## src/design/rbf_pkg.sv

```systemverilog
// shared types, constants and exponential table builders for the rbf kernel evaluator
package rbf_pkg;

  localparam int unsigned SumW   = 48;
  localparam int unsigned GammaW = 24;
  localparam int unsigned RomW   = 32;
  localparam int unsigned GtabN  = 257;
  localparam int unsigned EtabN  = 16;
  localparam logic [15:0] KernelOne = 16'd32768;

  typedef struct packed {
    logic signed [15:0] first_value;
    logic signed [15:0] second_value;
    logic               last_element;
  } in_item_t;

  typedef struct packed {
    logic [15:0] kernel_value;
    logic        sum_saturated;
  } out_item_t;

  typedef struct packed {
    logic [SumW-1:0] sum;
    logic            ovf;
  } acc_entry_t;

  // floor division by a small loop count, elaboration only
  function automatic logic [63:0] div_small(input logic [63:0] v, input logic [4:0] n);
    logic [63:0] q;
    case (n)
      5'd1:    q = v;
      5'd2:    q = v / 64'd2;
      5'd3:    q = v / 64'd3;
      5'd4:    q = v / 64'd4;
      5'd5:    q = v / 64'd5;
      5'd6:    q = v / 64'd6;
      5'd7:    q = v / 64'd7;
      5'd8:    q = v / 64'd8;
      5'd9:    q = v / 64'd9;
      5'd10:   q = v / 64'd10;
      5'd11:   q = v / 64'd11;
      5'd12:   q = v / 64'd12;
      5'd13:   q = v / 64'd13;
      5'd14:   q = v / 64'd14;
      5'd15:   q = v / 64'd15;
      5'd16:   q = v / 64'd16;
      5'd17:   q = v / 64'd17;
      5'd18:   q = v / 64'd18;
      5'd19:   q = v / 64'd19;
      5'd20:   q = v / 64'd20;
      5'd21:   q = v / 64'd21;
      5'd22:   q = v / 64'd22;
      5'd23:   q = v / 64'd23;
      5'd24:   q = v / 64'd24;
      5'd25:   q = v / 64'd25;
      5'd26:   q = v / 64'd26;
      5'd27:   q = v / 64'd27;
      5'd28:   q = v / 64'd28;
      5'd29:   q = v / 64'd29;
      5'd30:   q = v / 64'd30;
      5'd31:   q = v / 64'd31;
      default: q = v;
    endcase
    return q;
  endfunction

  // exp(-j/256) in q1.31 by alternating series in q.40
  function automatic logic [RomW-1:0] gtab_entry(input int unsigned j);
    logic [63:0] t;
    logic [63:0] term;
    logic [63:0] pos;
    logic [63:0] neg;
    logic [63:0] res;
    t    = 64'(j) * 64'd256;
    term = 64'd1 << 40;
    pos  = term;
    neg  = '0;
    for (int unsigned n = 1; n < 32; n++) begin
      if (term != '0) begin
        term = div_small((term * t) >> 16, 5'(n));
        if ((n & 1) != 0) begin
          neg = neg + term;
        end else begin
          pos = pos + term;
        end
      end
    end
    res = (pos - neg + 64'd256) >> 9;
    return res[RomW-1:0];
  endfunction

  // exp(-k) in q1.31 by repeated rounded products
  function automatic logic [RomW-1:0] etab_entry(input int unsigned k);
    logic [63:0] e;
    logic [63:0] g;
    e = 64'd1 << 31;
    g = 64'(gtab_entry(256));
    for (int unsigned i = 0; i < k; i++) begin
      e = (e * g + (64'd1 << 30)) >> 31;
    end
    return e[RomW-1:0];
  endfunction

endpackage

```

## src/design/rbf_queue.sv

```systemverilog
// short queue of finished distance sums between front and back
module rbf_queue #(
  parameter int unsigned QUEUE_DEPTH = 4,
  localparam int unsigned LW = $clog2(QUEUE_DEPTH + 1),
  localparam int unsigned PW = $clog2(QUEUE_DEPTH)
) (
  input  logic                clk_i,
  input  logic                rst_ni,
  input  logic                push_i,
  input  rbf_pkg::acc_entry_t entry_i,
  input  logic                pop_i,
  output rbf_pkg::acc_entry_t entry_o,
  output logic [LW-1:0]       level_o
);

  rbf_pkg::acc_entry_t mem_q [QUEUE_DEPTH];
  logic [PW-1:0]       wr_ptr_q;
  logic [PW-1:0]       rd_ptr_q;
  logic [LW-1:0]       level_q;
  logic [PW-1:0]       wr_ptr_d;
  logic [PW-1:0]       rd_ptr_d;
  logic [LW-1:0]       level_d;

  assign entry_o = mem_q[rd_ptr_q];
  assign level_o = level_q;

  always_comb begin
    wr_ptr_d = wr_ptr_q;
    rd_ptr_d = rd_ptr_q;
    level_d  = level_q;
    if (push_i) begin
      wr_ptr_d = (wr_ptr_q == PW'(QUEUE_DEPTH - 1)) ? '0 : wr_ptr_q + PW'(1);
    end
    if (pop_i) begin
      rd_ptr_d = (rd_ptr_q == PW'(QUEUE_DEPTH - 1)) ? '0 : rd_ptr_q + PW'(1);
    end
    if (push_i && !pop_i) begin
      level_d = level_q + LW'(1);
    end else if (pop_i && !push_i) begin
      level_d = level_q - LW'(1);
    end
  end

  always_ff @(posedge clk_i) begin
    if (push_i) begin
      mem_q[wr_ptr_q] <= entry_i;
    end
  end

  always_ff @(posedge clk_i or negedge rst_ni) begin
    if (!rst_ni) begin
      wr_ptr_q <= '0;
      rd_ptr_q <= '0;
      level_q  <= '0;
    end else begin
      wr_ptr_q <= wr_ptr_d;
      rd_ptr_q <= rd_ptr_d;
      level_q  <= level_d;
    end
  end

endmodule

```

## config.mk

```make
export PLATFORM = sky130hd
export DESIGN_NAME = rbf_queue
export DESIGN_NICKNAME = d
export VERILOG_FILES = /design/src/design/rbf_pkg.sv /design/src/design/rbf_queue.sv
export SDC_FILE = /design/constraint.sdc
export NUM_CORES = 1
export LEC_CHECK = 0
export ABC_AREA = 0
export BUFFER_PORTS_ARGS = -buffer_cell sky130_fd_sc_hd__buf_2
export CELL_PAD_IN_SITES_DETAIL_PLACEMENT = 0
export CELL_PAD_IN_SITES_GLOBAL_PLACEMENT = 1
export CORE_MARGIN = 5
export CORE_UTILIZATION = 26
export CTS_CLUSTER_DIAMETER = 40
export CTS_CLUSTER_SIZE = 10
export DETAILED_ROUTE_END_ITERATION = 12
export HOLD_SLACK_MARGIN = 0.06
export PLACE_DENSITY_LB_ADDON = 0.1
export SYNTH_ARGS = -nofsm -noshare
export SYNTH_HDL_FRONTEND = slang
export SYNTH_SLANG_ARGS = --single-unit
```

## constraint.sdc

```tcl
create_clock -name clk_i -period 3.5 [get_ports clk_i]
set_input_delay 0 -clock clk_i [delete_from_list [all_inputs] [get_ports clk_i]]
set_output_delay 0 -clock clk_i [all_outputs]
set_load 0.02 [all_outputs]
```

==> flow_summary.yaml <==
run_status:
  run_status: "complete, no violations"
logic_synthesis:
  synth_warnings: 0
  syn_inst: 292
  yosysTopAreaCellShare_pct: 78.1
  synth_top_area_cell: "edfxtp_1"
  avgSynthCellArea_um2: 25.8
  synth_area_um2: 7530
  yosysSeqAreaShare_pct: 80.5
  synth.distinct_cells: 18
  synth_seq_cells: 203
  syn_nets: 352
  synth_top_cells_by_area: "edfxtp_1 (78%), mux4_2 (14%), dfrtp_1 (2.3%)"
worst_setup_path:
  cp_cell_sequence: "buf_12, mux4_2, buf_2"
  crit_type: "reg2out"
  max_stage_delay_ns: 0.80
  cp_slowest_cell: "dfrtp_4"
  setup.worst_path.start_class: "flop"
  crit_arrival_ns: 2.39
  cp_max_fo: 28
  end_kind: "output pin"
  cp.required_ns: 3.50
timing:
  hold_viol_final: 0
  slew_headroom_pct: 47.9
  setup_viol: 0
  setup_ws_ns: 1.11
  fin_crit_sh_pct: 68.4
  totalNegativeSetupSlack_ns: 0
  max_freq_ghz: 0.418
  clock_skew_ns: 0.0152
  min_period_ns: 2.39
  worst_pin_slew_ns: 0.781
  rsz0062_at_grt: "false"
  drv_slew: 0
min_path:
  hold_class: "in2reg"
clock_network:
  cts_resized: 0
  path_clk_slew_ns: 0.05
  numCtsBuffers: 36
  clock-sinks: 203
  clk_path_buf_depth: 3
  cts_tree: "yes"
  cts-root-buf: "clkbuf_16"
  postCtsHoldBufs: 53
  htree_levels: 2
  cts_setup_buffers: 0
  clk_latency_ns: 0.49
floorplanning:
  start_util_pct: 26.3
  die_w_um: 180
  dieArea_um2: 32500
  fp-row-count: 62
  num_io_pins: 105
  die_h_um: 180
  core-area_um2: 28600
final_layout:
  layout_commonest_cell: "edfxtp_1"
  nNetsFinal: 541
  antenna_cells: 0
  layout_common_cells: "edfxtp_1 (196), buf_2 (104), dlygate4sd3_1 (53)"
  syn2layout_area_growth_pct: 36.5
  drive_above_1_share_pct: 43.8
  fin_area_um2: 10300
global_route:
  grt_util_all_layers_pct: 10.0
  grt-ovfl-total: 0
  grt_pass1_vias: 4152
  grt_pass1_wl_um: 25000
  grt_max_degree: 31
  antenna_found_initial: 0
placed_design:
  gp_congestion: 0.655
  placed_area_um2: 8520
  dp_slack_ns: 1.50
  dp_hpwl_um: 9330
  port-buffer-count: 104
run:
  cap_violations: 0
routing:
  wl_per_cell_um: 18.1
  ant_nets: 0
  drc: 0
  drt_first_pass_iters: 4
  routed_wl_um: 16100
  vias_per_cell: 4.11
  drt_iter0_drc: 133
  dr_total_vias: 3660
power_and_ir_drop:
  p_leak_uw: 0.00358
  p_per_area_nw_per_um2: 895
  peakVddDrop_mv: 0.294
-- metrics by stage --
stage	hold WS, ns	instances	util [%]	total power (µW)
6_report	0.264	891	35.9	9200
2_1_floorplan	-0.296	292	-	5030
3_3_place_gp	-0.153	774	29.8	5800
5_1_grt	0.251	891	35.9	9670
3_5_place_dp	-0.152	774	29.8	5820
4_1_cts	0.233	891	35.9	9440
-- sequential cells by signal, indices dropped and copies added (netlist names) --
name      count
wr_ptr_q      2
mem_q       196
rd_ptr_q      2
level_o       3
-- metal layers --
| layer | up-vias | global-route usage (%) | part of all wire (%) | wire (µm) |
|---|---|---|---|---|
| li1 | 1625 | - | - | - |
| met1 | 1895 | 12.7 | 44 | 7090 |
| met2 | 105 | 16.3 | 48 | 7700 |
| met3 | 35 | 3.11 | 5.8 | 934 |
| met4 | 0 | 3.63 | 2.5 | 403 |
| met5 | - | 0 | 0 | 0 |
-- cell type report --
type	count	area [µm²]
inverters	4	15.0
clock inverters	24	288
fillers	2668	18300
multi-input cells	73	1320
clock buffers	40	937
flip-flops and latches	203	6070
well taps	384	480
repair buffers	163	1170
-- synth_stat cells, drive strengths merged --
library cell,n
and2,4
buf,11
edfxtp,196
nand2,2
mux2,3
o21ai,2
xnor2,1
fa,1
dfrtp,7
nor2,3
inv,4
ha,6
clkbuf,1
mux4,49
xor2,2
-- kinds of logic after synthesis --
group                      after synthesis  synth area share (%)
AOI/OAI and AO/OA                        2                 0.133
xor gates and xnor gates                 3                 0.349
adders and majority gates                7                  1.26
buffers and inverters                   16                  2.06
DFF                                    203                  80.5
muxes                                   52                  15.1
and+or+nand+nor                          9                 0.581
-- critical path, delay by kind of cell, from the launching register on --
family | cells | cell delay, ns
buffers and inverters | 2 | 0.51
DFF | 1 | 0.80
muxes | 1 | 0.56
-- power by group --
group	switching (µW)	internal (µW)	total (µW)
sequential	265	3130	3390
combinational	1300	1020	2320
clock	1120	2370	3490
total	2680	6510	9200
-- path summary, 6_finish.rpt --
kind | from | end | slack [ns] | cells after the start
worst min register to register | level_o[2] | level_o[2] | 0.47 | 1
max in group asynchronous | rst_ni | rd_ptr_q[0] | 2.76 | 3
min in group asynchronous | rst_ni | level_o[2] | 0.46 | 3
worst max register to register | wr_ptr_q[0] | mem_q[0][25] | 1.63 | 4
worst min-delay path | entry_i[16] | mem_q[0][16] | 0.26 | 2
worst max-delay path | rd_ptr_q[0] | entry_o[26] | 1.11 | 3
Power figures use the tool's default switching activity.
