## src/design/rbf_pkg.sv

```systemverilog
// shared types, constants and exponential table builders for the rbf kernel evaluator
package rbf_pkg;

  localparam int unsigned SumW   = 48;
  localparam int unsigned GammaW = 24;
  localparam int unsigned RomW   = 32;
  localparam int unsigned GtabN  = 257;
  localparam int unsigned EtabN  = 16;
  localparam logic [15:0] KernelOne = 16'd32768;

  typedef struct packed {
    logic signed [15:0] first_value;
    logic signed [15:0] second_value;
    logic               last_element;
  } in_item_t;

  typedef struct packed {
    logic [15:0] kernel_value;
    logic        sum_saturated;
  } out_item_t;

  typedef struct packed {
    logic [SumW-1:0] sum;
    logic            ovf;
  } acc_entry_t;

  // floor division by a small loop count, elaboration only
  function automatic logic [63:0] div_small(input logic [63:0] v, input logic [4:0] n);
    logic [63:0] q;
    case (n)
      5'd1:    q = v;
      5'd2:    q = v / 64'd2;
      5'd3:    q = v / 64'd3;
      5'd4:    q = v / 64'd4;
      5'd5:    q = v / 64'd5;
      5'd6:    q = v / 64'd6;
      5'd7:    q = v / 64'd7;
      5'd8:    q = v / 64'd8;
      5'd9:    q = v / 64'd9;
      5'd10:   q = v / 64'd10;
      5'd11:   q = v / 64'd11;
      5'd12:   q = v / 64'd12;
      5'd13:   q = v / 64'd13;
      5'd14:   q = v / 64'd14;
      5'd15:   q = v / 64'd15;
      5'd16:   q = v / 64'd16;
      5'd17:   q = v / 64'd17;
      5'd18:   q = v / 64'd18;
      5'd19:   q = v / 64'd19;
      5'd20:   q = v / 64'd20;
      5'd21:   q = v / 64'd21;
      5'd22:   q = v / 64'd22;
      5'd23:   q = v / 64'd23;
      5'd24:   q = v / 64'd24;
      5'd25:   q = v / 64'd25;
      5'd26:   q = v / 64'd26;
      5'd27:   q = v / 64'd27;
      5'd28:   q = v / 64'd28;
      5'd29:   q = v / 64'd29;
      5'd30:   q = v / 64'd30;
      5'd31:   q = v / 64'd31;
      default: q = v;
    endcase
    return q;
  endfunction

  // exp(-j/256) in q1.31 by alternating series in q.40
  function automatic logic [RomW-1:0] gtab_entry(input int unsigned j);
    logic [63:0] t;
    logic [63:0] term;
    logic [63:0] pos;
    logic [63:0] neg;
    logic [63:0] res;
    t    = 64'(j) * 64'd256;
    term = 64'd1 << 40;
    pos  = term;
    neg  = '0;
    for (int unsigned n = 1; n < 32; n++) begin
      if (term != '0) begin
        term = div_small((term * t) >> 16, 5'(n));
        if ((n & 1) != 0) begin
          neg = neg + term;
        end else begin
          pos = pos + term;
        end
      end
    end
    res = (pos - neg + 64'd256) >> 9;
    return res[RomW-1:0];
  endfunction

  // exp(-k) in q1.31 by repeated rounded products
  function automatic logic [RomW-1:0] etab_entry(input int unsigned k);
    logic [63:0] e;
    logic [63:0] g;
    e = 64'd1 << 31;
    g = 64'(gtab_entry(256));
    for (int unsigned i = 0; i < k; i++) begin
      e = (e * g + (64'd1 << 30)) >> 31;
    end
    return e[RomW-1:0];
  endfunction

endpackage

```

## src/design/rbf_front.sv

```systemverilog
// front part: squared difference per item and saturating distance accumulator
module rbf_front #(
  parameter int unsigned QUEUE_DEPTH = 4,
  localparam int unsigned LW = $clog2(QUEUE_DEPTH + 1)
) (
  input  logic               clk_i,
  input  logic               rst_ni,
  input  logic               in_valid_i,
  output logic               in_stall_o,
  input  rbf_pkg::in_item_t  in_data_i,
  input  logic [LW-1:0]      level_i,
  output logic               push_o,
  output rbf_pkg::acc_entry_t entry_o
);

  logic                      stg_valid_q;
  logic                      stg_last_q;
  logic [31:0]               sq_q;
  logic [rbf_pkg::SumW-1:0]  sum_q;
  logic                      ovf_q;

  logic signed [16:0]        diff;
  logic [16:0]               mag;
  logic [33:0]               sq_full;
  logic                      accept;
  logic                      pending;
  logic [rbf_pkg::SumW:0]    sum_ext;
  logic                      sat;
  logic [rbf_pkg::SumW-1:0]  new_sum;
  logic                      new_ovf;

  assign diff    = {in_data_i.first_value[15], in_data_i.first_value}
                 - {in_data_i.second_value[15], in_data_i.second_value};
  assign mag     = diff[16] ? 17'(-diff) : 17'(diff);
  assign sq_full = 34'(mag) * 34'(mag);
  assign accept  = in_valid_i && !in_stall_o;

  // a last item in the stage pushes this cycle and is not yet counted in level_i
  assign pending    = stg_valid_q && stg_last_q;
  assign in_stall_o = ({1'b0, level_i} + (LW + 1)'(pending)) >= (LW + 1)'(QUEUE_DEPTH);

  assign sum_ext = {1'b0, sum_q} + {17'd0, sq_q};
  assign sat     = sum_ext[rbf_pkg::SumW];
  assign new_sum = sat ? '1 : sum_ext[rbf_pkg::SumW-1:0];
  assign new_ovf = ovf_q | sat;

  assign push_o        = stg_valid_q && stg_last_q;
  assign entry_o.sum   = new_sum;
  assign entry_o.ovf   = new_ovf;

  always_ff @(posedge clk_i) begin
    if (accept) begin
      sq_q       <= sq_full[31:0];
      stg_last_q <= in_data_i.last_element;
    end
  end

  always_ff @(posedge clk_i or negedge rst_ni) begin
    if (!rst_ni) begin
      stg_valid_q <= 1'b0;
      sum_q       <= '0;
      ovf_q       <= 1'b0;
    end else begin
      stg_valid_q <= accept;
      if (stg_valid_q) begin
        if (stg_last_q) begin
          sum_q <= '0;
          ovf_q <= 1'b0;
        end else begin
          sum_q <= new_sum;
          ovf_q <= new_ovf;
        end
      end
    end
  end

endmodule

```

## config.mk

```make
export PLATFORM = sky130hd
export DESIGN_NAME = rbf_front
export DESIGN_NICKNAME = d
export VERILOG_FILES = /design/src/design/rbf_pkg.sv /design/src/design/rbf_front.sv
export SDC_FILE = /design/constraint.sdc
export NUM_CORES = 1
export LEC_CHECK = 0
export BUFFER_PORTS_ARGS = -buffer_cell sky130_fd_sc_hd__buf_2
export CELL_PAD_IN_SITES_DETAIL_PLACEMENT = 1
export CELL_PAD_IN_SITES_GLOBAL_PLACEMENT = 1
export CORE_ASPECT_RATIO = 1.4
export CORE_UTILIZATION = 45
export DETAILED_ROUTE_END_ITERATION = 12
export PLACE_DENSITY_LB_ADDON = 0.1
export SYNTH_ARGS = -nofsm -noshare
export SYNTH_HDL_FRONTEND = slang
export SYNTH_SLANG_ARGS = --single-unit
```

## constraint.sdc

```tcl
create_clock -name clk_i -period 4.05 [get_ports clk_i]
set_input_delay 0.2025 -clock clk_i [delete_from_list [all_inputs] [get_ports clk_i]]
set_output_delay 0.2025 -clock clk_i [all_outputs]
set_load 0.01 [all_outputs]
```

==> results.json <==
{
  "syn_area_mm2": 0.01425,
  "synth_enable_flop_cells": 32,
  "dieArea_mm2": 0.03239,
  "cts_sinks": 82,
  "drcViolationCount": 8,
  "cpLargestDelayFamily": "adder cells",
  "dr.pass1.iters": 8,
  "yosysWarnings": 0,
  "clk_pin_slew_ns": 0.06,
  "timing.final.crit_share_pct": 201.7,
  "chipWidth_um": 152.4,
  "rows": 76,
  "drv_slew": 0,
  "finalSetupViolations": 28,
  "antenna_cells": 0,
  "crit_type": "input port to flop",
  "wl_per_cell_um": 23.83,
  "synthArstFlopShare_pct": 60.98,
  "tightestPinTransition_ns": 0.9957,
  "r2r-end": "sum_q[30]",
  "fin_nets": 2400,
  "critical-path-slowest-cell": "fa_1",
  "routed_wl_mm": 57.61,
  "reg2reg_depth": 13,
  "min_period_ns": 8.168,
  "clockBufferDepth": 2,
  "syn_inst": 1584,
  "ios": 90,
  "syn_avg_cell_area_um2": 8.996,
  "crit_required_ns": 4.15,
  "die_height_um": 212.6,
  "drt_iter0_markers": 633,
  "dp_hpwl_mm": 36.65,
  "hold_violations": 0,
  "synth_seq_cells": 82,
  "antenna_found_initial": 0,
  "vias_per_cell": 5.728,
  "pre_cts_slack_ns": -4.291,
  "path_buf_inv": 10,
  "drv_cap": 0,
  "ys_seq_area_share_pct": 15.52,
  "final.fill_count": 3454,
  "max_freq_mhz": 122.4,
  "grt_pass1_wl_mm": 78.38,
  "grt_usage_pct": 31.23,
  "status": "finished with violations",
  "dr_total_vias": 13850,
  "numPortBuffers": 89,
  "startpoint": "in_data_i[17]",
  "rsz0062_at_grt": "true",
  "ys.flop_type": "dfrtp_1",
  "ant_nets": 0,
  "path_common_cell": "fa_1",
  "cp-end-kind": "flop",
  "cts_made_buffers": 9,
  "violations": "design-rule violations, negative setup slack",
  "arrival_ns": 8.27,
  "path_max_fanout": 5,
  "clock_skew_ns": 0.004467,
  "core_mm2": 0.03100,
  "min_from": "in_data_i[0]",
  "final.setup.worst_slack_ns": -4.118,
  "grt_pass1_vias": 15270,
  "slew_headroom_pct": 33.46,
  "grt-ovfl-total": 0,
  "start_kind": "input port",
  "drive_gt1_share_pct": 36.64,
  "path_depth": 37,
  "ys_types": 98,
  "gp_congestion": 0.8905,
  "cts_tree": "done",
  "grt_max_degree": 40,
  "rrSetupSlack_ns": 0.63,
  "root_buffer": "clkbuf_16",
  "clock_latency_ns": 0.35,
  "cts.htree.levels": 3,
  "area_growth_pct": 39.34,
  "hp-class": "input port to flop",
  "cpPeakStageDelay_ns": 0.63,
  "reg2reg_from": "sq_q[0]",
  "start_util_pct": 45.97,
  "endpoint": "sq_q[31]"
}
==> synth_stat cells (16+ instances only) <==
cell | count | area share, %
nor2_1 | 132 | 3.5
nand3_1 | 29 | 1.0
xor2_1 | 28 | 1.7
inv_1 | 298 | 7.8
clkbuf_1 | 23 | 0.61
a22o_1 | 29 | 1.8
edfxtp_1 | 32 | 6.7
a21o_1 | 35 | 1.8
ha_1 | 146 | 13
fa_1 | 192 | 27
and3_1 | 21 | 0.92
a21oi_1 | 62 | 2.2
o21ai_0 | 45 | 1.6
nor3_1 | 19 | 0.67
a31oi_1 | 16 | 0.70
o21a_1 | 16 | 0.84
nand2_1 | 141 | 3.7
xnor2_1 | 58 | 3.6
dfrtp_1 | 50 | 8.8
==> flip-flops by register name, summed over array words and instances (netlist names) <==
name and count:
sum_q 48, sq_q 31, stg_last_q 1, ovf_q 1
stg_valid_q 1
==> worst register-to-register path, stage by stage (launching register included) <==
cell	delay (ns)
edfxtp_1	0.40
ha_1	0.25
ha_1	0.22
a21o_1	0.22
a311oi_2	0.42
o31ai_4	0.14
o22ai_2	0.27
o21ai_2	0.15
a31oi_4	0.19
buf_4	0.18
nand3b_1	0.18
buf_4	0.29
o21ai_0	0.20
a22o_1	0.21
==> layout by cell type, fill, tap and decap left out, types with 16 or more instances in the layout <==
| cell | netlist | layout |
|---|---|---|
| dfrtp_1 | 50 | 50 |
| buf_4 | 1 | 310 |
| xnor2_1 | 58 | 48 |
| nand2_1 | 141 | 114 |
| nor3_1 | 19 | 17 |
| nor2_4 | 0 | 17 |
| o21a_1 | 16 | 16 |
| nor2_2 | 3 | 16 |
| and3_1 | 21 | 19 |
| a21oi_1 | 62 | 45 |
| a22o_1 | 29 | 29 |
| nand2_2 | 1 | 19 |
| ha_4 | 0 | 22 |
| inv_1 | 298 | 260 |
| a21o_1 | 35 | 35 |
| inv_2 | 3 | 37 |
| buf_6 | 1 | 42 |
| edfxtp_1 | 32 | 32 |
| o21ai_0 | 45 | 32 |
| nand3_1 | 29 | 23 |
| xor2_1 | 28 | 24 |
| fa_1 | 192 | 177 |
| buf_2 | 13 | 87 |
| nor2_1 | 132 | 102 |
| ha_1 | 146 | 122 |
==> per-layer routing <==
layer	wire (um)	up-vias	GRT usage [%]
li1	-	6063	-
met1	19490	6944	30.24
met2	30820	541	61.89
met3	2453	302	3.526
met4	4850	0	20.94
met5	0	-	0
==> worst min-delay path by stage <==
stage,endpoint,slack (ns),depth (start not counted)
final,stg_last_q,0.04,1
after detailed placement,sum_q[4],0.25,1
after floorplan,ovf_q,-0.09,0
after global placement,sum_q[4],0.25,1
after CTS,stg_last_q,0.04,1
after global routing,stg_last_q,0.04,1
==> cell type report <==
class,count,area (um2),area share (%)
Sequential cell,82,2212,11.14
Timing Repair Buffer,457,3561,17.93
Tap cell,390,488.0,2.457
Clock buffer,14,274.0,1.380
Inverter,306,1200,6.043
Clock inverter,2,35.03,0.1764
Multi-Input combinational cell,1167,12090,60.87
==> through the flow <==
step	hold slack (ns)	TNS, ns	utilization (%)	cell area [um2]	instances
6_report	0.04431	-87.50	64.05	19860	2418
4_1_cts	0.03742	-74.29	62.04	19230	2376
5_1_grt	0.04112	-91.83	64.05	19860	2418
3_5_place_dp	0.2509	-90.48	57.60	17860	2313
3_3_place_gp	0.2463	-85.65	57.60	17860	2313
2_1_floorplan	-0.09309	-69.58	-	14990	1593
==> cell families after synthesis <==
family	Yosys count	synth area share, %
AOI/OAI and AO/OA	285	14.37
muxes	2	0.1405
other	2	0.05270
xor gates and xnor gates	90	5.980
and+or+nand+nor	441	14.87
adders and majority gates	338	39.79
DFF	82	15.52
buffers and inverters	344	9.272
==> repair_timing <==
item,in CTS,in global routing
resized for setup,151,79
pin swaps,99,77
cloned,1,0
buffers inserted,48,49
endpoints found under the hold margin,24,0
hold buffers,1,0
setup endpoints to repair,30,33
Power is not shown: default switching activity piles up to over one toggle a cycle in this logic, so the estimate is an artifact.
